[src/rtl/a2i_pkg.sv]
// ----------------------------------------------------------------------------
// a2i_pkg
// Shared types and constants for the streaming ASCII to 64-bit integer parser.
// ----------------------------------------------------------------------------
package a2i_pkg;

    // Datapath widths fixed by the item format.
    localparam int ACC_W      = 64;
    localparam int BASE_W     = 6;
    localparam int CH_W       = 8;
    localparam int OFS_W      = 8;
    localparam int PROD_W     = ACC_W + BASE_W;
    localparam int CFG_IDX_W  = 1;
    localparam int CFG_DATA_W = 6;

    // Parser phase codes.
    localparam logic [2:0] PH_DONE   = 3'd0;
    localparam logic [2:0] PH_LEAD   = 3'd1;
    localparam logic [2:0] PH_SIGNED = 3'd2;
    localparam logic [2:0] PH_ZERO   = 3'd3;
    localparam logic [2:0] PH_XSEEN  = 3'd4;
    localparam logic [2:0] PH_DIGITS = 3'd5;

    // Configuration register indexes.
    localparam logic [CFG_IDX_W-1:0] REG_RADIX  = 1'b0;
    localparam logic [CFG_IDX_W-1:0] REG_SIGNED = 1'b1;

    // Character codes.
    localparam logic [CH_W-1:0] CH_ZERO   = 8'h30;
    localparam logic [CH_W-1:0] CH_NINE   = 8'h39;
    localparam logic [CH_W-1:0] CH_UP_A   = 8'h41;
    localparam logic [CH_W-1:0] CH_UP_Z   = 8'h5A;
    localparam logic [CH_W-1:0] CH_LO_A   = 8'h61;
    localparam logic [CH_W-1:0] CH_LO_Z   = 8'h7A;
    localparam logic [CH_W-1:0] CH_UP_OFS = 8'h37;  // 'A' - 10
    localparam logic [CH_W-1:0] CH_LO_OFS = 8'h57;  // 'a' - 10
    localparam logic [CH_W-1:0] CH_LO_X   = 8'h78;
    localparam logic [CH_W-1:0] CH_UP_X   = 8'h58;
    localparam logic [CH_W-1:0] CH_MINUS  = 8'h2D;
    localparam logic [CH_W-1:0] CH_PLUS   = 8'h2B;
    localparam logic [CH_W-1:0] CH_SPACE  = 8'h20;
    localparam logic [CH_W-1:0] CH_TAB    = 8'h09;
    localparam logic [CH_W-1:0] CH_CR     = 8'h0D;

    // Bases with a special meaning.
    localparam logic [BASE_W-1:0] BASE_AUTO = 6'd0;
    localparam logic [BASE_W-1:0] BASE_ONE  = 6'd1;
    localparam logic [BASE_W-1:0] BASE_OCT  = 6'd8;
    localparam logic [BASE_W-1:0] BASE_DEC  = 6'd10;
    localparam logic [BASE_W-1:0] BASE_HEX  = 6'd16;
    localparam logic [BASE_W-1:0] BASE_MAX  = 6'd36;

    // Saturation limits.
    localparam logic [ACC_W-1:0] LIM_NEG = 64'h8000_0000_0000_0000;
    localparam logic [ACC_W-1:0] LIM_POS = 64'h7FFF_FFFF_FFFF_FFFF;

    // Parser control state, apart from the accumulator and the offset count.
    typedef struct packed {
        logic [2:0]        phase;
        logic              negative;
        logic [BASE_W-1:0] base;
        logic              seen;
        logic              over;
    } ctl_t;

    // One result item.
    typedef struct packed {
        logic [ACC_W-1:0] value;
        logic [OFS_W-1:0] end_offset;
        logic             any_digits;
        logic             overflow;
    } result_t;

endpackage

[src/rtl/a2i_if.sv]
// ----------------------------------------------------------------------------
// a2i_if
// Valid/ready channels for characters in and parse results out.
// ----------------------------------------------------------------------------
interface a2i_in_if;
    logic       valid;
    logic       ready;
    logic [7:0] ch;
    logic       first;

    modport source (output valid, output ch, output first, input ready);
    modport sink   (input valid, input ch, input first, output ready);
endinterface

interface a2i_out_if;
    logic        valid;
    logic        ready;
    logic [63:0] value;
    logic [7:0]  end_offset;
    logic        any_digits;
    logic        overflow;

    modport source (output valid, output value, output end_offset, output any_digits,
                    output overflow, input ready);
    modport sink   (input valid, input value, input end_offset, input any_digits,
                    input overflow, output ready);
endinterface

[src/rtl/a2i_step.sv]
// ----------------------------------------------------------------------------
// a2i_step
// Next-state and result logic for one character of the parser.
// ----------------------------------------------------------------------------
module a2i_step #(
    parameter int CNT_W      = 8,
    parameter int MAX_OFFSET = 255
) (
    input  logic [a2i_pkg::CH_W-1:0]   ch,
    input  logic                       first,
    input  logic [a2i_pkg::BASE_W-1:0] radix,
    input  logic                       signed_mode,
    input  a2i_pkg::ctl_t              ctl_cur,
    input  logic [a2i_pkg::ACC_W-1:0]  acc_cur,
    input  logic [CNT_W-1:0]           cnt_cur,
    output a2i_pkg::ctl_t              ctl_next,
    output logic [a2i_pkg::ACC_W-1:0]  acc_next,
    output logic [CNT_W-1:0]           cnt_next,
    output logic                       emit,
    output a2i_pkg::result_t           res
);

    localparam logic [CNT_W:0] CNT_LIMIT = (CNT_W + 1)'(MAX_OFFSET);

    a2i_pkg::ctl_t               ctl_eff;
    logic [a2i_pkg::ACC_W-1:0]   acc_eff;
    logic [CNT_W-1:0]            cnt_eff;
    logic [a2i_pkg::BASE_W-1:0]  mul_base;
    logic [a2i_pkg::BASE_W-1:0]  dig;
    logic                        dig_ok;
    logic                        is_space;
    logic                        bad_radix;
    logic [a2i_pkg::PROD_W-1:0]  prod;
    logic [CNT_W-1:0]            cnt_inc1;
    logic [CNT_W-1:0]            cnt_inc2;
    logic [CNT_W-1:0]            end_pos;
    logic [a2i_pkg::ACC_W-1:0]   lim;
    logic [a2i_pkg::ACC_W-1:0]   signed_val;
    logic [a2i_pkg::ACC_W-1:0]   out_val;
    logic                        out_ov;
    logic                        body;
    logic                        dstep;
    logic                        acc_do;

    // Saturating add of a small step to the character offset.
    function automatic logic [CNT_W-1:0] sat_add(input logic [CNT_W-1:0] c,
                                                 input logic [1:0] n);
        logic [CNT_W:0] s;
        s = {1'b0, c} + (CNT_W + 1)'(n);
        if (s > CNT_LIMIT) begin
            s = CNT_LIMIT;
        end
        return s[CNT_W-1:0];
    endfunction

    // A start flag begins from a fresh state with the base latched from radix.
    always_comb
    begin
        if (first)
        begin
            ctl_eff.phase    = a2i_pkg::PH_LEAD;
            ctl_eff.negative = 1'b0;
            ctl_eff.base     = radix;
            ctl_eff.seen     = 1'b0;
            ctl_eff.over     = 1'b0;
            acc_eff          = '0;
            cnt_eff          = '0;
        end
        else
        begin
            ctl_eff = ctl_cur;
            acc_eff = acc_cur;
            cnt_eff = cnt_cur;
        end
    end

    assign bad_radix = (radix == a2i_pkg::BASE_ONE) || (radix > a2i_pkg::BASE_MAX);
    assign is_space  = (ch == a2i_pkg::CH_SPACE) ||
                       ((ch >= a2i_pkg::CH_TAB) && (ch <= a2i_pkg::CH_CR));
    assign cnt_inc1  = sat_add(cnt_eff, 2'd1);
    assign cnt_inc2  = sat_add(cnt_eff, 2'd2);

    // Digit value of the character; bytes above 127 fall outside every range.
    always_comb
    begin
        dig    = '0;
        dig_ok = 1'b0;
        if ((ch >= a2i_pkg::CH_ZERO) && (ch <= a2i_pkg::CH_NINE))
        begin
            dig    = a2i_pkg::BASE_W'(ch - a2i_pkg::CH_ZERO);
            dig_ok = 1'b1;
        end
        else if ((ch >= a2i_pkg::CH_UP_A) && (ch <= a2i_pkg::CH_UP_Z))
        begin
            dig    = a2i_pkg::BASE_W'(ch - a2i_pkg::CH_UP_OFS);
            dig_ok = 1'b1;
        end
        else if ((ch >= a2i_pkg::CH_LO_A) && (ch <= a2i_pkg::CH_LO_Z))
        begin
            dig    = a2i_pkg::BASE_W'(ch - a2i_pkg::CH_LO_OFS);
            dig_ok = 1'b1;
        end
    end

    // Base used for a digit on this character, after any prefix default.
    always_comb
    begin
        if (ctl_eff.phase == a2i_pkg::PH_XSEEN)
        begin
            mul_base = a2i_pkg::BASE_HEX;
        end
        else if (ctl_eff.base == a2i_pkg::BASE_AUTO)
        begin
            mul_base = (ctl_eff.phase == a2i_pkg::PH_ZERO) ? a2i_pkg::BASE_OCT
                                                           : a2i_pkg::BASE_DEC;
        end
        else
        begin
            mul_base = ctl_eff.base;
        end
    end

    // Multiply-accumulate; any bit above bit 63 means the value no longer fits.
    assign prod = a2i_pkg::PROD_W'(acc_eff) * a2i_pkg::PROD_W'(mul_base) +
                  a2i_pkg::PROD_W'(dig);

    // Result value with sign and saturation applied.
    always_comb
    begin
        lim        = ctl_eff.negative ? a2i_pkg::LIM_NEG : a2i_pkg::LIM_POS;
        signed_val = ctl_eff.negative ? (~acc_eff + 64'd1) : acc_eff;
        out_val    = '0;
        out_ov     = 1'b0;
        if (ctl_eff.seen)
        begin
            if (signed_mode)
            begin
                out_ov  = ctl_eff.over || (acc_eff > lim);
                out_val = out_ov ? lim : signed_val;
            end
            else
            begin
                out_ov  = ctl_eff.over;
                out_val = out_ov ? '1 : signed_val;
            end
        end
    end

    // Phase sequencing for one character.
    always_comb
    begin
        ctl_next = ctl_eff;
        acc_next = acc_eff;
        cnt_next = cnt_eff;
        emit     = 1'b0;
        body     = 1'b0;
        dstep    = 1'b0;
        acc_do   = 1'b0;

        if (first && bad_radix)
        begin
            emit = 1'b1;
        end
        else
        begin
            case (ctl_eff.phase)
                a2i_pkg::PH_LEAD:
                begin
                    if (is_space)
                    begin
                        cnt_next = cnt_inc1;
                    end
                    else if (ch == a2i_pkg::CH_MINUS)
                    begin
                        ctl_next.negative = 1'b1;
                        cnt_next          = cnt_inc1;
                        ctl_next.phase    = a2i_pkg::PH_SIGNED;
                    end
                    else if (ch == a2i_pkg::CH_PLUS)
                    begin
                        cnt_next       = cnt_inc1;
                        ctl_next.phase = a2i_pkg::PH_SIGNED;
                    end
                    else
                    begin
                        body = 1'b1;
                    end
                end
                a2i_pkg::PH_SIGNED:
                begin
                    body = 1'b1;
                end
                a2i_pkg::PH_ZERO:
                begin
                    if ((ch == a2i_pkg::CH_LO_X) || (ch == a2i_pkg::CH_UP_X))
                    begin
                        ctl_next.base  = a2i_pkg::BASE_HEX;
                        ctl_next.phase = a2i_pkg::PH_XSEEN;
                    end
                    else
                    begin
                        ctl_next.base = mul_base;
                        dstep         = 1'b1;
                    end
                end
                a2i_pkg::PH_XSEEN:
                begin
                    if (dig_ok && (dig < a2i_pkg::BASE_HEX))
                    begin
                        acc_do         = 1'b1;
                        cnt_next       = cnt_inc2;
                        ctl_next.phase = a2i_pkg::PH_DIGITS;
                    end
                    else
                    begin
                        emit = 1'b1;
                    end
                end
                a2i_pkg::PH_DIGITS:
                begin
                    dstep = 1'b1;
                end
                default:
                begin
                end
            endcase
        end

        // Start of the number body: a leading zero may open a prefix.
        if (body)
        begin
            if (((ctl_eff.base == a2i_pkg::BASE_AUTO) || (ctl_eff.base == a2i_pkg::BASE_HEX)) &&
                (ch == a2i_pkg::CH_ZERO))
            begin
                acc_next       = '0;
                ctl_next.seen  = 1'b1;
                cnt_next       = cnt_inc1;
                ctl_next.phase = a2i_pkg::PH_ZERO;
            end
            else
            begin
                ctl_next.base = mul_base;
                dstep         = 1'b1;
            end
        end

        // Plain digit in the active base, or the end of the number.
        if (dstep)
        begin
            if (dig_ok && (dig < mul_base))
            begin
                acc_do         = 1'b1;
                cnt_next       = cnt_inc1;
                ctl_next.phase = a2i_pkg::PH_DIGITS;
            end
            else
            begin
                emit = 1'b1;
            end
        end

        // Accumulate; once overflowed the magnitude is frozen.
        if (acc_do)
        begin
            ctl_next.seen = 1'b1;
            if (!ctl_eff.over && (mul_base != a2i_pkg::BASE_AUTO))
            begin
                if (prod[a2i_pkg::PROD_W-1:a2i_pkg::ACC_W] != '0)
                begin
                    ctl_next.over = 1'b1;
                end
                else
                begin
                    acc_next = prod[a2i_pkg::ACC_W-1:0];
                end
            end
        end

        if (emit)
        begin
            ctl_next.phase = a2i_pkg::PH_DONE;
        end
    end

    // Without any digit the end offset reads as zero.
    assign end_pos        = ctl_eff.seen ? cnt_eff : '0;
    assign res.value      = out_val;
    assign res.end_offset = a2i_pkg::OFS_W'(end_pos);
    assign res.any_digits = ctl_eff.seen;
    assign res.overflow   = out_ov;

endmodule

[src/rtl/ascii_to_int64_parser.sv]
// ----------------------------------------------------------------------------
// ascii_to_int64_parser
// Streaming strtoll/strtoull style parser: one character per item in, one
// result item out when the number ends.
// ----------------------------------------------------------------------------
// A character is taken into the input register when it is accepted; the result
// register captures the result of its ending character when the input stage
// moves on, which a stalled output can hold back.
// Throughput: one character per cycle while the result side is not stalled;
// the 64x6 multiply-accumulate and range check sit between the two registers.
// Reset: rst_n clears all valids, the parse state (awaiting a start flag),
// and the registers (radix 0, signed_mode 1).
module ascii_to_int64_parser #(
    parameter int MAX_OFFSET = 255
) (
    input  logic                           clk,
    input  logic                           rst_n,
    input  logic                           cfg_we,
    input  logic [a2i_pkg::CFG_IDX_W-1:0]  cfg_index,
    input  logic [a2i_pkg::CFG_DATA_W-1:0] cfg_data,
    a2i_in_if.sink                         din,
    a2i_out_if.source                      dout
);

    localparam int CNT_W = $clog2(MAX_OFFSET + 1);

    logic [a2i_pkg::BASE_W-1:0] radix_reg;
    logic                       signed_mode_reg;

    logic                       s1_valid_reg;
    logic [a2i_pkg::CH_W-1:0]   s1_ch_reg;
    logic                       s1_first_reg;
    logic                       s1_go;

    a2i_pkg::ctl_t              ctl_reg;
    a2i_pkg::ctl_t              ctl_next;
    logic [a2i_pkg::ACC_W-1:0]  acc_reg;
    logic [a2i_pkg::ACC_W-1:0]  acc_next;
    logic [CNT_W-1:0]           cnt_reg;
    logic [CNT_W-1:0]           cnt_next;

    logic                       emit;
    a2i_pkg::result_t           res_next;
    a2i_pkg::result_t           res_reg;
    logic                       out_valid_reg;

    // Configuration writes.
    always_ff @(posedge clk or negedge rst_n)
    begin
        if (!rst_n)
        begin
            radix_reg       <= a2i_pkg::BASE_AUTO;
            signed_mode_reg <= 1'b1;
        end
        else if (cfg_we)
        begin
            case (cfg_index)
                a2i_pkg::REG_RADIX:  radix_reg       <= cfg_data;
                a2i_pkg::REG_SIGNED: signed_mode_reg <= cfg_data[0];
                default:
                begin
                end
            endcase
        end
    end

    // The input stage moves on when the result register is empty or draining.
    assign s1_go     = s1_valid_reg && (!out_valid_reg || dout.ready);
    assign din.ready = !s1_valid_reg || s1_go;

    // Input register.
    always_ff @(posedge clk or negedge rst_n)
    begin
        if (!rst_n)
        begin
            s1_valid_reg <= 1'b0;
        end
        else if (din.ready)
        begin
            s1_valid_reg <= din.valid;
        end
    end

    always_ff @(posedge clk)
    begin
        if (din.ready && din.valid)
        begin
            s1_ch_reg    <= din.ch;
            s1_first_reg <= din.first;
        end
    end

    // Per-character step logic.
    a2i_step #(
        .CNT_W      (CNT_W),
        .MAX_OFFSET (MAX_OFFSET)
    ) u_step (
        .ch          (s1_ch_reg),
        .first       (s1_first_reg),
        .radix       (radix_reg),
        .signed_mode (signed_mode_reg),
        .ctl_cur     (ctl_reg),
        .acc_cur     (acc_reg),
        .cnt_cur     (cnt_reg),
        .ctl_next    (ctl_next),
        .acc_next    (acc_next),
        .cnt_next    (cnt_next),
        .emit        (emit),
        .res         (res_next)
    );

    // Parse state.
    always_ff @(posedge clk or negedge rst_n)
    begin
        if (!rst_n)
        begin
            ctl_reg.phase    <= a2i_pkg::PH_DONE;
            ctl_reg.negative <= 1'b0;
            ctl_reg.base     <= a2i_pkg::BASE_AUTO;
            ctl_reg.seen     <= 1'b0;
            ctl_reg.over     <= 1'b0;
            acc_reg          <= '0;
            cnt_reg          <= '0;
        end
        else if (s1_go)
        begin
            ctl_reg <= ctl_next;
            acc_reg <= acc_next;
            cnt_reg <= cnt_next;
        end
    end

    // Result register.
    always_ff @(posedge clk or negedge rst_n)
    begin
        if (!rst_n)
        begin
            out_valid_reg <= 1'b0;
        end
        else if (s1_go)
        begin
            out_valid_reg <= emit;
        end
        else if (dout.ready)
        begin
            out_valid_reg <= 1'b0;
        end
    end

    always_ff @(posedge clk)
    begin
        if (s1_go && emit)
        begin
            res_reg <= res_next;
        end
    end

    assign dout.valid      = out_valid_reg;
    assign dout.value      = res_reg.value;
    assign dout.end_offset = res_reg.end_offset;
    assign dout.any_digits = res_reg.any_digits;
    assign dout.overflow   = res_reg.overflow;

endmodule

[src/flat_wrapper.sv]
// flat-port wrapper written by rule: the top's interface ports become plain ports
module ascii_to_int64_parser_flat 
#(
    parameter int MAX_OFFSET = 255
)
  (clk, rst_n, cfg_we, cfg_index, cfg_data, din_valid, din_ch, din_first, din_ready, dout_valid, dout_value, dout_end_offset, dout_any_digits, dout_overflow, dout_ready);
  a2i_in_if din_i ();
  a2i_out_if dout_i ();
  input  logic clk;
  input  logic rst_n;
  input  logic cfg_we;
  input  logic [a2i_pkg::CFG_IDX_W-1:0] cfg_index;
  input  logic [a2i_pkg::CFG_DATA_W-1:0] cfg_data;
  input wire logic [$bits(din_i.valid)-1:0] din_valid;
  input wire logic [$bits(din_i.ch)-1:0] din_ch;
  input wire logic [$bits(din_i.first)-1:0] din_first;
  output wire logic [$bits(din_i.ready)-1:0] din_ready;
  output wire logic [$bits(dout_i.valid)-1:0] dout_valid;
  output wire logic [$bits(dout_i.value)-1:0] dout_value;
  output wire logic [$bits(dout_i.end_offset)-1:0] dout_end_offset;
  output wire logic [$bits(dout_i.any_digits)-1:0] dout_any_digits;
  output wire logic [$bits(dout_i.overflow)-1:0] dout_overflow;
  input wire logic [$bits(dout_i.ready)-1:0] dout_ready;
  assign din_i.valid = din_valid;
  assign din_i.ch = din_ch;
  assign din_i.first = din_first;
  assign din_ready = din_i.ready;
  assign dout_valid = dout_i.valid;
  assign dout_value = dout_i.value;
  assign dout_end_offset = dout_i.end_offset;
  assign dout_any_digits = dout_i.any_digits;
  assign dout_overflow = dout_i.overflow;
  assign dout_i.ready = dout_ready;
  ascii_to_int64_parser #(.MAX_OFFSET(MAX_OFFSET)) u_core (.clk(clk), .rst_n(rst_n), .cfg_we(cfg_we), .cfg_index(cfg_index), .cfg_data(cfg_data), .din(din_i), .dout(dout_i));
endmodule
[config.mk]
export PLATFORM = sky130hd
export DESIGN_NAME = ascii_to_int64_parser_flat
export DESIGN_NICKNAME = d
export VERILOG_FILES = /design/src/rtl/a2i_pkg.sv /design/src/rtl/a2i_if.sv /design/src/rtl/a2i_step.sv /design/src/rtl/ascii_to_int64_parser.sv /design/src/flat_wrapper.sv
export SDC_FILE = /design/constraint.sdc
export NUM_CORES = 2
export LEC_CHECK = 0
export BUFFER_PORTS_ARGS = -buffer_cell sky130_fd_sc_hd__clkbuf_2
export CORE_UTILIZATION = 25
export DETAILED_ROUTE_END_ITERATION = 6
export PLACE_DENSITY = 0.52
export SYNTH_ARGS = -nofsm -noshare
export SYNTH_HDL_FRONTEND = slang
export SYNTH_HIERARCHICAL = 1
export SYNTH_SLANG_ARGS = --single-unit
[constraint.sdc]
create_clock -name clk -period 7.53 [get_ports clk]
set_input_delay 0 -clock clk [delete_from_list [all_inputs] [get_ports clk]]
set_output_delay 0 -clock clk [all_outputs]
set_load 0.01 [all_outputs]
==> metrics.cfg <==
[timing]
setup_viol = 0
tns_ps = 0
relSlewSlack_pct = 24.4
fin_crit_ps = 7370
fin_worst_skew_ps = 12.6
slew_viol_final = 0
fin_crit_sh_pct = 97.8
tightest_slew_ps = 1130
fin_ws_ps = 163
finalHoldViolations = 0
fmax_mhz = 136

[drt]
drt-pass1-iter-count = 7
wl_per_cell_um = 18.7
vias = 21362
viasPerCell = 4.94
drtAntennaViolNets = 0
drc = 0
drt_iter0_drc = 1407
wirelength_um = 80800

[die]
io_pins = 97
die_width_um = 321
rows = 116
die_h_um = 321
core-area_um2 = 101000
start_util_pct = 25.4
dieArea_um2 = 103000

[cells_and_area]
layout-drive-gt1-share_pct = 15.0
stdcell_count = 4326
antennaDiodeCount = 0
fin_nets = 3458
fin_util_pct = 29.0
area_growth_pct = 14.2

[global_route]
grt.overflow.total = 0
grt_max_degree = 82
grt_pass1_vias = 21779
grt_pass1_wl_um = 127000
grtUsageTotal_pct = 15.7
antenna_found_initial = 0

[clock_network]
cts_root_buffer = clkbuf_16
clk-insertion-delay-late_ps = 510
htree_levels = 4
cts_tree = yes
clock_path_buffers = 2
cts_sinks = 176
path_clk_slew_ps = 80
cts-buffers-inserted = 17

[yosys]
synth_nets = 3344
syn_area_um2 = 25500
ys_types = 101
ys.flop_type = dfrtp_1
yosysSeqAreaShare_pct = 18.9
synthCells = 2842
synth_edf_count = 83
async_flop_share_pct = 52.8
ys_seq_elements = 176
ys_warn_count = 6
avgSynthCellArea_um2 = 8.98

[placement]
place_congestion = 0.970
dp_hpwl_um = 63500
io_buffers = 96
dp.cells = 4264
pre_cts_slack_ps = 37.6

[setup_path]
cp.required_ps = 7990
critPathMaxFanout = 23
path_class = flip-flop to flip-flop
startpoint_type = flip-flop
cp-end-kind = flip-flop
crit_arrival_ps = 7820
r2r-start = u_core/radix_reg[1]$_DFFE_PN0P_
crit_start = u_core/radix_reg[1]$_DFFE_PN0P_

[pwr]
ir_worst_vdd_mv = 0.150
p_leak_nw = 14.3
power_density_nw_per_um2 = 129
totalPowerFinal_mw = 3.75

[run_status]
status = finished clean

[min_path]
min_from = cfg_we
hp-class = input pin to flip-flop

[flow_run]
drv_cap = 0

==> metrics by stage <==
step	cell area [um^2]	hold WS (ps)
5_1_grt	29100	72.6
3_5_place_dp	28000	99.0
2_1_floorplan	25500	-296
3_3_place_gp	28000	100
6_report	29100	62.4
4_1_cts	28900	32.5
==> cell families after synthesis <==
group / Yosys count / synth area share (%)
simple gates: 1084 / 19.2
compound gates: 529 / 13.6
fa+ha+maj: 481 / 31.0
buf+inv: 274 / 4.93
flops: 176 / 18.9
mux: 164 / 7.83
xor+xnor: 134 / 4.60
==> critical path, cell delays in order (launching register included) <==
cell      delay (ps)
dfrtp_1          430
or4_4            560
nor2_2           150
a31oi_1          130
o21ai_1          190
nand2_2          120
buf_12           180
nor2_1           160
fa_1             460
fa_1             480
fa_1             490
ha_1             310
ha_1             460
nand4_1          240
nor3_1           300
nand2_1          100
a211oi_1         290
buf_4            180
or3_1            200
a41oi_2          140
xor2_1           170
nand4_1          200
nor4b_4          310
buf_6            180
buf_12           160
buf_4            170
mux2i_2          320
mux2_4           200
==> power breakdown <==
group	total (mW)	switching (mW)	internal, mW	leakage (nW)
logic	1.52	1.01	0.505	12.0
registers	1.25	0.0858	1.16	2.07
clock network	0.982	0.481	0.501	0.299
total	3.75	1.58	2.17	14.3
==> layout make-up <==
type / count / area (um^2)
tap: 1357 / 1700
sequential: 176 / 4820
multi-input combinational: 2392 / 19600
clock buffer: 19 / 464
clock inverter: 13 / 165
fill: 10724 / 71400
inverter: 122 / 458
timing repair buffer: 247 / 1880
==> per-layer routing <==
layer | share of wire [%] | wire length [um] | global-route usage (%) | vias to the layer above
li1 | - | - | - | 10045
met1 | 46 | 36900 | 21.1 | 10697
met2 | 47 | 38300 | 26.0 | 518
met3 | 4.1 | 3320 | 2.06 | 102
met4 | 2.7 | 2190 | 5.11 | 0
met5 | 0 | 0 | 0 | -
==> placed cells by master (no fill, tap or decap), types with 28 or more instances in the layout <==
master and instances:
inv_1 119, a21o_1 44, clkbuf_2 95, nand4_1 50
o21ai_0 105, o21a_1 73, a21oi_1 125, dfrtp_1 90
mux2_4 62, xor2_1 92, xnor2_1 42, fa_1 252
edfxtp_1 83, nand2_1 281, mux2_2 37, o31ai_1 32
mux2i_1 62, nand3_1 28, nor2_1 514, buf_4 108
ha_1 218
==> path summary, 6_finish.rpt <==
path | slack [ps] | end | cells after the start
max | 160 | u_core/acc_reg[26]$_DFFE_PN0P_ | 27
max in group asynchronous | 6260 | u_core/acc_reg[21]$_DFFE_PN0P_ | 3
max reg2reg | 160 | u_core/acc_reg[26]$_DFFE_PN0P_ | 27
min in group asynchronous | 70 | u_core/cnt_reg[5]$_DFFE_PN0P_ | 2
min reg2reg | 510 | u_core/ctl_reg[1]$_DFFE_PN0P_ | 1
min | 60 | u_core/radix_reg[0]$_DFFE_PN0P_ | 3
==> synth_stat cells, drive strengths merged, types with 4 or more instances <==
cell type	count	share of area (%)
nor3	26	0.51
and3	12	0.29
nand3	28	0.55
clkbuf	86	1.3
dfrtp	92	9.0
mux2	99	5.3
nor2	523	7.7
o2111ai	6	0.21
a41oi	6	0.24
a21o	44	1.3
nor3b	5	0.17
buf	66	1.9
xnor2	42	1.4
a211oi	10	0.31
or4	11	0.37
o21a	74	2.2
nor4	14	0.57
a21oi	133	2.6
o31ai	34	1.1
nand3b	6	0.18
or3b	4	0.14
or3	23	0.58
nand4	52	1.4
or2	10	0.25
nand2	287	4.3
a21boi	6	0.18
nor2b	18	0.44
a31o	4	0.14
a31oi	16	0.39
xor2	92	3.2
o21bai	21	0.66
o21ai	116	2.3
o211ai	14	0.41
and4	7	0.24
fa	252	20
nand2b	27	0.69
edfxtp	83	9.8
o41ai	8	0.27
mux2i	65	2.6
and2	24	0.60
ha	229	11
inv	121	1.8
==> what timing repair did <==
item,4_1_cts,5_1_grt
resized for setup,1,48
pin swaps,1,8
endpoints found under the hold margin,66,0
gates cloned,0,2
endpoints found under the setup margin,2,64
hold buffers,26,0
setup buffers,0,2
Note: power is estimated with default switching activity, not from simulation.
